==> config.mk <==
export PLATFORM = sky130hd
export DESIGN_NAME = morse_key_decoder_top
export DESIGN_NICKNAME = d
export VERILOG_FILES = /design/src/hw/rtl/mkd_pkg.sv /design/src/hw/rtl/mkd_front.sv /design/src/hw/rtl/mkd_evq.sv /design/src/hw/rtl/mkd_back.sv /design/src/hw/rtl/morse_key_decoder_top.sv
export SDC_FILE = /design/constraint.sdc
export NUM_CORES = 1
export LEC_CHECK = 0
export BUFFER_PORTS_ARGS = -buffer_cell sky130_fd_sc_hd__buf_2
export CORE_UTILIZATION = 40
export CTS_BUF_LIST = sky130_fd_sc_hd__clkbuf_4
export CTS_CLUSTER_DIAMETER = 200
export DETAILED_ROUTE_END_ITERATION = 10
export GPL_TIMING_DRIVEN = 0
export SYNTH_ARGS = -nofsm -noshare
export SYNTH_HDL_FRONTEND = slang
export SYNTH_HIERARCHICAL = 1
export SYNTH_SLANG_ARGS = --single-unit
==> constraint.sdc <==
create_clock -name clk -period 6.2 [get_ports clk]
set_input_delay 0.31 -clock clk [delete_from_list [all_inputs] [get_ports clk]]
set_output_delay 0.31 -clock clk [all_outputs]
set_load 0.05 [all_outputs]
==> src/hw/rtl/mkd_pkg.sv <==
`timescale 1ns / 1ps
package mkd_pkg;

	localparam int TIMER_BITS_DEF = 16;
	localparam int CFG_W          = 16;
	localparam int CFG_IDX_W      = 2;
	localparam int CHAR_W         = 7;
	localparam int SYM_W          = 5;
	localparam int SYM_CNT_W      = 3;
	localparam int EVQ_DEPTH      = 4;
	localparam int EVQ_AW         = 2;

	localparam logic [SYM_CNT_W-1:0] MAX_SYMBOLS = 3'd5;

	localparam logic [CFG_W-1:0] DOT_MIN_RST  = 16'd40;
	localparam logic [CFG_W-1:0] DASH_MIN_RST = 16'd220;
	localparam logic [CFG_W-1:0] GAP_LEN_RST  = 16'd400;

	typedef enum logic [CFG_IDX_W-1:0] {
		CFG_DOT_MIN  = 2'd0,
		CFG_DASH_MIN = 2'd1,
		CFG_GAP_LEN  = 2'd2
	} cfg_idx_t;

	// Work handed from the front to the back.
	typedef enum logic [1:0] {
		EV_DOT  = 2'd0,
		EV_DASH = 2'd1,
		EV_GAP  = 2'd2
	} ev_kind_t;

	typedef struct packed {
		logic     valid;
		ev_kind_t kind;
	} ev_t;

	// Pattern tables, first symbol in the MSB, dash = 1, zero = no character.
	localparam logic [CHAR_W-1:0] LEN1_TAB [2] = '{7'd69, 7'd84};
	localparam logic [CHAR_W-1:0] LEN2_TAB [4] = '{7'd73, 7'd65, 7'd78, 7'd77};
	localparam logic [CHAR_W-1:0] LEN3_TAB [8] = '{
		7'd83, 7'd85, 7'd82, 7'd87, 7'd68, 7'd75, 7'd71, 7'd79
	};
	localparam logic [CHAR_W-1:0] LEN4_TAB [16] = '{
		7'd72, 7'd86, 7'd70, 7'd0, 7'd76, 7'd0, 7'd80, 7'd74,
		7'd66, 7'd88, 7'd67, 7'd89, 7'd90, 7'd81, 7'd0, 7'd0
	};
	localparam logic [CHAR_W-1:0] LEN5_TAB [32] = '{
		7'd53, 7'd52, 7'd0, 7'd51, 7'd0, 7'd0, 7'd0, 7'd50,
		7'd0, 7'd0, 7'd0, 7'd0, 7'd0, 7'd0, 7'd0, 7'd49,
		7'd54, 7'd0, 7'd0, 7'd0, 7'd0, 7'd0, 7'd0, 7'd0,
		7'd55, 7'd0, 7'd0, 7'd0, 7'd56, 7'd0, 7'd57, 7'd48
	};

	function automatic logic [CHAR_W-1:0] decode_char(
		input logic [SYM_CNT_W-1:0] cnt,
		input logic [SYM_W-1:0]     code
	);
		logic [CHAR_W-1:0] c;
		unique case (cnt)
			3'd1:    c = LEN1_TAB[code[0]];
			3'd2:    c = LEN2_TAB[code[1:0]];
			3'd3:    c = LEN3_TAB[code[2:0]];
			3'd4:    c = LEN4_TAB[code[3:0]];
			3'd5:    c = LEN5_TAB[code[4:0]];
			default: c = '0;
		endcase
		return c;
	endfunction

endpackage

==> src/hw/rtl/mkd_front.sv <==
`timescale 1ns / 1ps
module mkd_front #(
	parameter int TIMER_BITS = mkd_pkg::TIMER_BITS_DEF
) (
	input  logic                           clk,
	input  logic                           arst_n,
	input  logic                           in_fire,
	input  logic                           key_level,
	input  logic                           cfg_fire,
	input  logic [mkd_pkg::CFG_IDX_W-1:0]  cfg_index,
	input  logic [mkd_pkg::CFG_W-1:0]      cfg_data,
	output mkd_pkg::ev_t                   ev
);
	import mkd_pkg::*;

	localparam int CMP_W = (TIMER_BITS > CFG_W) ? TIMER_BITS : CFG_W;

	logic [CFG_W-1:0]      dot_min_q, dash_min_q, gap_len_q;
	logic                  key_was_q, gap_run_q;
	logic [TIMER_BITS-1:0] press_q, gap_q;
	logic [TIMER_BITS-1:0] press_inc, gap_inc;
	logic [CMP_W-1:0]      press_x, gap_x;
	logic                  is_dot, is_dash, gap_hit;

	assign press_inc = (press_q == '1) ? press_q : press_q + TIMER_BITS'(1);
	assign gap_inc   = (gap_q == '1) ? gap_q : gap_q + TIMER_BITS'(1);
	assign press_x   = CMP_W'(press_q);
	assign gap_x     = CMP_W'(gap_inc);
	assign is_dash   = press_x >= CMP_W'(dash_min_q);
	assign is_dot    = (press_x > CMP_W'(dot_min_q)) && !is_dash;
	assign gap_hit   = gap_x >= CMP_W'(gap_len_q);

	always_comb begin
		ev.valid = 1'b0;
		ev.kind  = EV_GAP;
		if (in_fire && !key_level) begin
			if (key_was_q) begin
				ev.valid = is_dot || is_dash;
				ev.kind  = is_dash ? EV_DASH : EV_DOT;
			end else if (gap_run_q && gap_hit) begin
				ev.valid = 1'b1;
			end
		end
	end

	always_ff @(posedge clk or negedge arst_n) begin
		if (!arst_n) begin
			dot_min_q  <= DOT_MIN_RST;
			dash_min_q <= DASH_MIN_RST;
			gap_len_q  <= GAP_LEN_RST;
		end else if (cfg_fire) begin
			unique case (cfg_idx_t'(cfg_index))
				CFG_DOT_MIN:  dot_min_q  <= cfg_data;
				CFG_DASH_MIN: dash_min_q <= cfg_data;
				CFG_GAP_LEN:  gap_len_q  <= cfg_data;
				default: ;
			endcase
		end
	end

	always_ff @(posedge clk or negedge arst_n) begin
		if (!arst_n) begin
			key_was_q <= 1'b0;
			gap_run_q <= 1'b1;
			press_q   <= '0;
			gap_q     <= '0;
		end else if (in_fire) begin
			key_was_q <= key_level;
			if (key_level) begin
				press_q   <= press_inc;
				gap_run_q <= 1'b0;
			end else if (key_was_q) begin
				press_q   <= '0;
				gap_q     <= '0;
				gap_run_q <= 1'b1;
			end else if (gap_run_q) begin
				gap_q <= gap_hit ? '0 : gap_inc;
			end
		end
	end

endmodule

==> src/hw/rtl/mkd_evq.sv <==
`timescale 1ns / 1ps
module mkd_evq (
	input  logic         clk,
	input  logic         arst_n,
	input  mkd_pkg::ev_t push,
	input  logic         pop,
	output logic         full,
	output mkd_pkg::ev_t head
);
	import mkd_pkg::*;

	ev_kind_t          mem_q [EVQ_DEPTH];
	logic [EVQ_AW-1:0] wr_ptr_q, rd_ptr_q;
	logic [EVQ_AW:0]   cnt_q;
	logic              do_pop;

	assign full       = cnt_q == (EVQ_AW + 1)'(EVQ_DEPTH);
	assign head.valid = cnt_q != '0;
	assign head.kind  = mem_q[rd_ptr_q];
	assign do_pop     = pop && head.valid;

	always_ff @(posedge clk) begin
		if (push.valid) begin
			mem_q[wr_ptr_q] <= push.kind;
		end
	end

	always_ff @(posedge clk or negedge arst_n) begin
		if (!arst_n) begin
			wr_ptr_q <= '0;
			rd_ptr_q <= '0;
			cnt_q    <= '0;
		end else begin
			if (push.valid) begin
				wr_ptr_q <= wr_ptr_q + EVQ_AW'(1);
			end
			if (do_pop) begin
				rd_ptr_q <= rd_ptr_q + EVQ_AW'(1);
			end
			if (push.valid && !do_pop) begin
				cnt_q <= cnt_q + (EVQ_AW + 1)'(1);
			end else if (!push.valid && do_pop) begin
				cnt_q <= cnt_q - (EVQ_AW + 1)'(1);
			end
		end
	end

endmodule

==> src/hw/rtl/mkd_back.sv <==
`timescale 1ns / 1ps
module mkd_back (
	input  logic                         clk,
	input  logic                         arst_n,
	input  mkd_pkg::ev_t                 head,
	output logic                         pop,
	output logic                         out_valid,
	input  logic                         out_ready,
	output logic [mkd_pkg::CHAR_W-1:0]   char_code
);
	import mkd_pkg::*;

	logic [SYM_W-1:0]     code_q;
	logic [SYM_CNT_W-1:0] cnt_q;
	logic                 out_valid_q;
	logic [CHAR_W-1:0]    char_q;
	logic                 is_sym, do_decode;
	logic [CHAR_W-1:0]    dec_char;

	assign pop       = head.valid && (!out_valid_q || out_ready);
	assign is_sym    = (head.kind == EV_DOT) || (head.kind == EV_DASH);
	// A symbol on a full store forces the decode and is dropped.
	assign do_decode = !is_sym || (cnt_q >= MAX_SYMBOLS);
	assign dec_char  = decode_char(cnt_q, code_q);

	assign out_valid = out_valid_q;
	assign char_code = char_q;

	always_ff @(posedge clk) begin
		if (pop && do_decode) begin
			char_q <= dec_char;
		end
	end

	always_ff @(posedge clk or negedge arst_n) begin
		if (!arst_n) begin
			code_q      <= '0;
			cnt_q       <= '0;
			out_valid_q <= 1'b0;
		end else begin
			if (pop) begin
				out_valid_q <= do_decode && (dec_char != '0);
				if (do_decode) begin
					code_q <= '0;
					cnt_q  <= '0;
				end else begin
					code_q <= {code_q[SYM_W-2:0], head.kind == EV_DASH};
					cnt_q  <= cnt_q + SYM_CNT_W'(1);
				end
			end else if (out_ready) begin
				out_valid_q <= 1'b0;
			end
		end
	end

endmodule

==> src/hw/rtl/morse_key_decoder_top.sv <==
`timescale 1ns / 1ps
// Morse key decoder. Feed one debounced key sample per millisecond tick on the
// input channel (key_level: 1 pressed, 0 released); every accepted sample counts
// as one tick. A press longer than dot_min and shorter than dash_min ticks is a
// dot, one of dash_min ticks or more is a dash, shorter presses are ignored. Up
// to five symbols are held; a sixth forces a decode and is itself dropped. After
// gap_len released ticks the held pattern is decoded and an ASCII code (A-Z,
// 0-9) is offered on char_code; patterns with no character give nothing. The
// block takes one sample every cycle while the event queue has room: the front
// keeps the timers and turns each sample into at most one event in the same
// cycle, and the back decodes one event a cycle, unless its output is stalled,
// into a registered output. A four-entry event queue sits in between, so samples
// keep flowing while a character waits for out_ready; in_ready drops only once
// four events are queued behind a stalled output.
// Registers (cfg_index): 0 dot_min (reset 40), 1 dash_min (220), 2 gap_len (400);
// writes are taken every cycle and should be made while the block is idle.
module morse_key_decoder_top #(
	parameter int TIMER_BITS = mkd_pkg::TIMER_BITS_DEF
) (
	input  logic                          clk,
	input  logic                          arst_n,
	// sample channel
	input  logic                          in_valid,
	output logic                          in_ready,
	input  logic                          key_level,
	// character channel
	output logic                          out_valid,
	input  logic                          out_ready,
	output logic [mkd_pkg::CHAR_W-1:0]    char_code,
	// register write channel
	input  logic                          cfg_valid,
	output logic                          cfg_ready,
	input  logic [mkd_pkg::CFG_IDX_W-1:0] cfg_index,
	input  logic [mkd_pkg::CFG_W-1:0]     cfg_data
);
	import mkd_pkg::*;

	ev_t  fe_ev;     // event from the front, valid for one cycle
	ev_t  q_head;    // oldest queued event
	logic q_full;
	logic be_pop;
	logic in_fire;

	// Full is registered, so in_ready never depends on out_ready.
	assign in_ready  = !q_full;
	assign in_fire   = in_valid && in_ready;
	assign cfg_ready = 1'b1;

	// Timers and press classification.
	mkd_front #(
		.TIMER_BITS(TIMER_BITS)
	) u_front (
		.clk      (clk),
		.arst_n   (arst_n),
		.in_fire  (in_fire),
		.key_level(key_level),
		.cfg_fire (cfg_valid && cfg_ready),
		.cfg_index(cfg_index),
		.cfg_data (cfg_data),
		.ev       (fe_ev)
	);

	// Event queue between front and back.
	mkd_evq u_evq (
		.clk   (clk),
		.arst_n(arst_n),
		.push  (fe_ev),
		.pop   (be_pop),
		.full  (q_full),
		.head  (q_head)
	);

	// Symbol store, pattern lookup, output register.
	mkd_back u_back (
		.clk      (clk),
		.arst_n   (arst_n),
		.head     (q_head),
		.pop      (be_pop),
		.out_valid(out_valid),
		.out_ready(out_ready),
		.char_code(char_code)
	);

endmodule

==> metrics.cfg, run 1 <==
[detailed_routing]
drcViolationCount=0
drt_wl_total_mm=15.41
via_count=5210
antenna_left=0
drt_first_pass_iters=4
viasPerCell=5.311
drt_iter0_drc=439
wl_per_cell_um=15.71

[floorplan]
die_y_um=133.8
io_pins=34
fp-row-count=47
coreArea_sq_um=16760
die_area_sq_um=17900
die_w_um=133.8
initial_core_util=0.4145

[cells_and_area]
area_delta_synth_final_pct=11.46
nets=843
finalNonFillerCells=981
antenna_cells=0
fin_util=0.4620
drive_gt1_frac=0.1840
seq_area_sq_um=2917
fill_cells=1629
multi_input_area_sq_um=3686

[synth]
syn-num-nets=784
synth_cell_type_count=74
seq_area_frac_synth=0.4198
yosysTopAreaCell=dfrtp_1
synth_common_cells=87 x dfrtp_1, 70 x ha_1, 64 x inv_1
synthCells=689
synth_top_cells_by_area=dfrtp_1 31%, ha_1 13%, edfxtp_1 6.5%, mux2_2 5.8%, dfstp_2 4.2%
synth-async-reset-ratio=0.8673
ys_seq_elements=113
synth.most_common_cell=dfrtp_1
synth.top_cell.area_share=0.3134
syn_area_per_cell_sq_um=10.08
dominantRegCellSynth=dfrtp_1
synth_edf_count=15
yosysWarningCount=6
syn_area_sq_um=6947

[setup_path]
critPathLaunchType=register
crit_type=reg -> reg
endpoint_kind=register
worstPathMaxFanout=9
worstPathArrival_ns=5.26
cp.required_ns=6.65

[sta]
hold_viol=0
holdWs_ns=0.05712
fin_ws_ns=1.385
fmax_mhz=207.7
finalSetupViolations=0
rsz0062_at_grt=false
skew_ns=0.02330
fin_crit_ns=4.815
setup_tns_ns=0
finalMaxSlewViolations=0
slew_headroom=0.2600
period_share=0.7766
tightest_slew_ns=1.082

[place]
io_buffers=32
place_inst=942
dp.final_hpwl_mm=11.93
routabilityCongestion=0.8800
dp_slack_ns=1.372

[power]
p_per_area_nw_per_um2=336.8
power_leakage_uw=0.003600
vdd_drop_max_mv=0.2185

[clock_network]
clk_path_buf_depth=2
h-tree-depth=4
clk_latency_ns=0.52
path_clk_slew_ns=0.12
cts_tree=yes
cts_made_buffers=17
ctsHoldBuffers=6
cts_resized=0
cts_setup_buffers=0
clock-root-buffer=clkbuf_4
clock-sinks=113

[flow_run]
cap_violations=0

[status]
run_status=finished, final reports clean

[global_routing]
grt_antenna_before_repair=0
first_global_vias=5340
gr-total-overflow=0
grt_max_degree=61
grt_pass1_wl_mm=26.28
track_usage=0.1880

[hold_path]
hold_class=in -> reg

[metal layers]
metal  global-route usage  up-vias  wire [um]  share of wire
met4              0.05871        0        216          0.014
met3              0.04271       18        406          0.026
met2               0.3184       62       7546           0.49
met1               0.2378     2557       7238           0.47
li1                     -     2573          -              -
met5                    0        -          0              0
[worst max-delay path: stages, from the launching register on]
cell and delay [ns]:
dfrtp_1 0.47, ha_1 0.28, nand3_4 0.14, nor4_4 0.42, nor2b_1 0.17, buf_2 0.22
or3_1 0.18, xnor2_1 0.08, ha_1 0.34, a21oi_1 0.09, a2111oi_0 0.41, o21a_1 0.25
nand2_1 0.08, a21oi_1 0.20, and2_1 0.34, ha_1 0.24, inv_1 0.06, fa_1 0.37
xor2_1 0.16, nor2_1 0.11, xor2_1 0.15
[placed cells by master, fill, tap and decap left out, types with 4 or more instances in the layout]
| cell type | Yosys | final |
|---|---|---|
| nand2b_1 | 11 | 11 |
| dlygate4sd3_1 | 0 | 7 |
| nand2_1 | 63 | 63 |
| o22ai_1 | 4 | 4 |
| a21o_1 | 6 | 6 |
| xor2_1 | 16 | 16 |
| or3_1 | 5 | 5 |
| inv_1 | 64 | 64 |
| mux2i_1 | 5 | 5 |
| and2_1 | 10 | 10 |
| ha_1 | 70 | 70 |
| a211oi_1 | 5 | 5 |
| a22o_1 | 4 | 4 |
| a31oi_1 | 12 | 12 |
| clkbuf_1 | 7 | 7 |
| a211o_1 | 4 | 4 |
| o21ai_0 | 29 | 29 |
| edfxtp_1 | 15 | 15 |
| o21ai_1 | 6 | 6 |
| a21oi_1 | 40 | 40 |
| nor2b_1 | 11 | 11 |
| mux2_2 | 36 | 36 |
| buf_2 | 5 | 36 |
| clkinv_2 | 0 | 7 |
| nand4_1 | 12 | 12 |
| and3_1 | 5 | 5 |
| nor2_1 | 36 | 36 |
| nand3b_1 | 4 | 4 |
| dfstp_2 | 11 | 11 |
| nor3_1 | 9 | 9 |
| xnor2_1 | 14 | 14 |
| clkbuf_4 | 0 | 20 |
| nand3_1 | 17 | 17 |
| o21a_1 | 7 | 7 |
| dfrtp_1 | 87 | 87 |
[kinds of logic (layout without fill, tap and decap cells)]
family,Yosys count,in the layout,synth area share
other cells,1,1,0.0005398
xor+xnor,30,30,0.03782
fa+ha+maj,71,71,0.1290
flops,113,113,0.4198
compound gates,142,142,0.1295
buf+inv,82,154,0.04953
simple gates,207,207,0.1617
mux,43,43,0.07205
[power by group]
| group | switching, uW | internal [uW] | leakage, uW |
|---|---|---|---|
| registers | 124 | 929 | 0.00137 |
| clock network | 280 | 248 | 0.000156 |
| logic | 618 | 408 | 0.00207 |
| total | 1020 | 1590 | 0.00360 |
[sequential cells by signal, summed over array words and instances (netlist names)]
name and flops:
u_evq/mem_q 8, u_back/code_q 5, u_evq/cnt_q 3, u_front/press_q 16, u_back/cnt_q 3, u_front/gap_len_q 16
u_evq/wr_ptr_q 2, u_evq/rd_ptr_q 2, u_front/key_was_q 1, u_front/gap_run_q 1, u_front/dash_min_q 16, u_front/dot_min_q 16
u_back/out_valid 1, u_front/gap_q 16, u_back/char_code 7
[path summary, 6_finish.rpt]
check / from / endpoint / slack [ns] / cells past startpoint
min reg2reg: u_evq/cnt_q[2] / u_evq/cnt_q[2] / 0.49 / 1
max in group asynchronous: arst_n / u_front/gap_len_q[4] / 5.05 / 3
min: cfg_data[13] / u_front/dot_min_q[13] / 0.06 / 3
max: u_front/gap_q[0] / u_evq/cnt_q[2] / 1.38 / 20
max reg2reg: u_front/gap_q[0] / u_evq/cnt_q[2] / 1.38 / 20
min in group asynchronous: arst_n / u_front/press_q[0] / 0.40 / 2
[final cells by class]
class	instances	share of cell area
Multi-Input combinational cell	494	0.4761
Buffer	17	0.01293
Clock buffer	20	0.01939
Inverter	65	0.03151
Tap cell	220	0.03555
Timing Repair Buffer	40	0.03264
Sequential cell	113	0.3767
Clock inverter	12	0.01519
[through the flow]
stage	cell area, sq um	total power (uW)
2_1_floorplan	6947	1821
3_3_place_gp	7382	2071
3_5_place_dp	7405	2097
4_1_cts	7732	2638
5_1_grt	7742	2825
6_report	7742	2608
Note: power is estimated with default switching activity, not from simulation.
==> run 2, diff against run 1 <==
==> constraint.sdc (replaced) <==
create_clock -name clk -period 4.3 [get_ports clk]
set_input_delay 0.215 -clock clk [delete_from_list [all_inputs] [get_ports clk]]
set_output_delay 0.215 -clock clk [all_outputs]
set_load 0.05 [all_outputs]
==> run 2 against run 1 <==
Effect of this change: register-to-register slack got worse by 1.2 ns; combinational power is 49% higher; first-iteration DRC count up 1.6%; largest cell class unchanged.
==> metrics.cfg, run 2 (synthesis gave the netlist of run 1 again) <==
[status]
run_status=finished, final reports clean

[clock_network]
cts_tree=yes
clk_latency_ns=0.52
path_clk_slew_ns=0.11
clock-sinks=113
clock-root-buffer=clkbuf_4
h-tree-depth=4
cts_made_buffers=17
clk_path_buf_depth=2

[sta]
fin_ws_ns=0.1813
fin_crit_ns=4.119
setup_tns_ns=0
skew_ns=0.02348
finalMaxSlewViolations=0
finalSetupViolations=0
fmax_mhz=242.8
slew_headroom=0.2593
hold_viol=0
period_share=0.9578
tightest_slew_ns=1.083

[floorplan]
fp-row-count=47
die_w_um=133.8
die_y_um=133.8
initial_core_util=0.4145
io_pins=34
coreArea_sq_um=16760
die_area_sq_um=17900

[setup_path]
crit_type=reg -> reg
critPathLaunchType=register
worstPathArrival_ns=4.57
worstPathMaxFanout=6
r2r_cells=18
startpoint=u_front/gap_q[6]
reg2reg_setup_slack_ns=0.18
r2r_end=u_evq/cnt_q[2]
endpoint_kind=register
cp.required_ns=4.75
r2r_start=u_front/gap_q[6]

[detailed_routing]
drt_first_pass_iters=4
via_count=5340
antenna_left=0
drt_wl_total_mm=15.77
drt_iter0_drc=446
drcViolationCount=0
viasPerCell=5.261
wl_per_cell_um=15.54

[global_routing]
busiest_layer=met2
use_met3=0.04384
first_global_vias=5434
gr-total-overflow=0
met1_usage=0.2385
use_met2=0.3233
grt_pass1_wl_mm=26.67
track_usage=0.1903
grt_antenna_before_repair=0
grt_max_degree=61

[cells_and_area]
nets=877
antenna_cells=0
final_cell_mix=81 x dfrtp_1, 69 x ha_1, 64 x inv_1
finalNonFillerCells=1015
area_delta_synth_final_pct=16.55
drive_gt1_frac=0.2264
layout_commonest_cell=dfrtp_1

[power]
power_leakage_uw=0.003772
p_per_area_nw_per_um2=469.8
vdd_drop_max_mv=0.3150

[hold_path]
worstHoldEndpoint=u_front/dot_min_q[0]
hp-start=cfg_index[1]
hold_class=in -> reg
worstHoldPathCells=3

[place]
dp.final_hpwl_mm=11.93
place_inst=942
dp_slack_ns=-0.5279
routabilityCongestion=0.8800
io_buffers=32

[flow_run]
cap_violations=0

==> run 2: cell types whose count changed in the layout (fill, tap and decap cells not counted), sizes merged <==
cell	change
buf	+23
dlygate4sd3	+11
==> run 2: layout make-up <==
type / count / area (sq um)
clock buffer: 20 / 150.1
clock inverter: 12 / 117.6
tap: 220 / 275.3
timing repair buffer: 75 / 543.0
inverter: 65 / 244.0
multi-input combinational: 494 / 3747
buffer: 16 / 95.09
fill: 1604 / 8663
sequential: 113 / 2924
==> run 2: how the worst max path moves through the flow <==
stage	end	slack, ns	cells after the start
floorplan	u_evq/cnt_q[2]	0.14	20
detailed placement	u_evq/cnt_q[2]	-0.53	20
CTS	u_evq/cnt_q[2]	0.0004	18
finish	u_evq/cnt_q[2]	0.18	18
global route	u_evq/cnt_q[2]	-0.0005	18
global placement	u_evq/cnt_q[2]	-0.43	20
==> run 2: repair_timing <==
action / in CTS / in global routing
pin swaps: 4 / 6
endpoints found under the setup margin: 2 / 2
setup buffers: 7 / 17
endpoints found under the hold margin: 106 / 0
hold buffers: 18 / 0
gates resized for setup: 12 / 9
==> run 2: worst max-delay path, cell delays in order, from the launching register on <==
cell and delay (ns):
dfrtp_2 0.42, nand4_4 0.17, or4_4 0.56, nor2b_4 0.15
and3_4 0.18, xor2_1 0.16, ha_1 0.31, o211ai_1 0.11
a2111oi_2 0.31, o21a_1 0.19, nand2_1 0.07, a21oi_2 0.17
and2_4 0.21, ha_1 0.19, inv_1 0.06, fa_1 0.37
xor2_1 0.16, nor2_1 0.11, xor2_1 0.15
==> run 2: metal layers <==
metal  wire length (um)  vias up
met5                  0        -
met4                229        0
met3                511       20
met2               7783       78
met1               7250     2614
li1                   -     2628
==> run 2: power by group <==
group,total [uW],switching (uW),leakage [uW],internal [uW]
logic,1530,909,0.00225,622
registers,1510,172,0.00136,1340
clock network,761,403,0.000156,358
total,3800,1480,0.00377,2320
==> run 2: stage by stage <==
| step | hold slack [ns] | area (sq um) | power [uW] | utilization |
|---|---|---|---|---|
| after floorplan | -0.08059 | 6947 | 2625 | - |
| after global placement | 0.4602 | 7382 | 2986 | 0.4405 |
| after detailed placement | 0.3554 | 7405 | 3023 | 0.4418 |
| after CTS | 0.09740 | 7934 | 3839 | 0.4734 |
| after global routing | 0.1019 | 8097 | 4123 | 0.4831 |
| final | 0.1607 | 8097 | 3804 | 0.4831 |
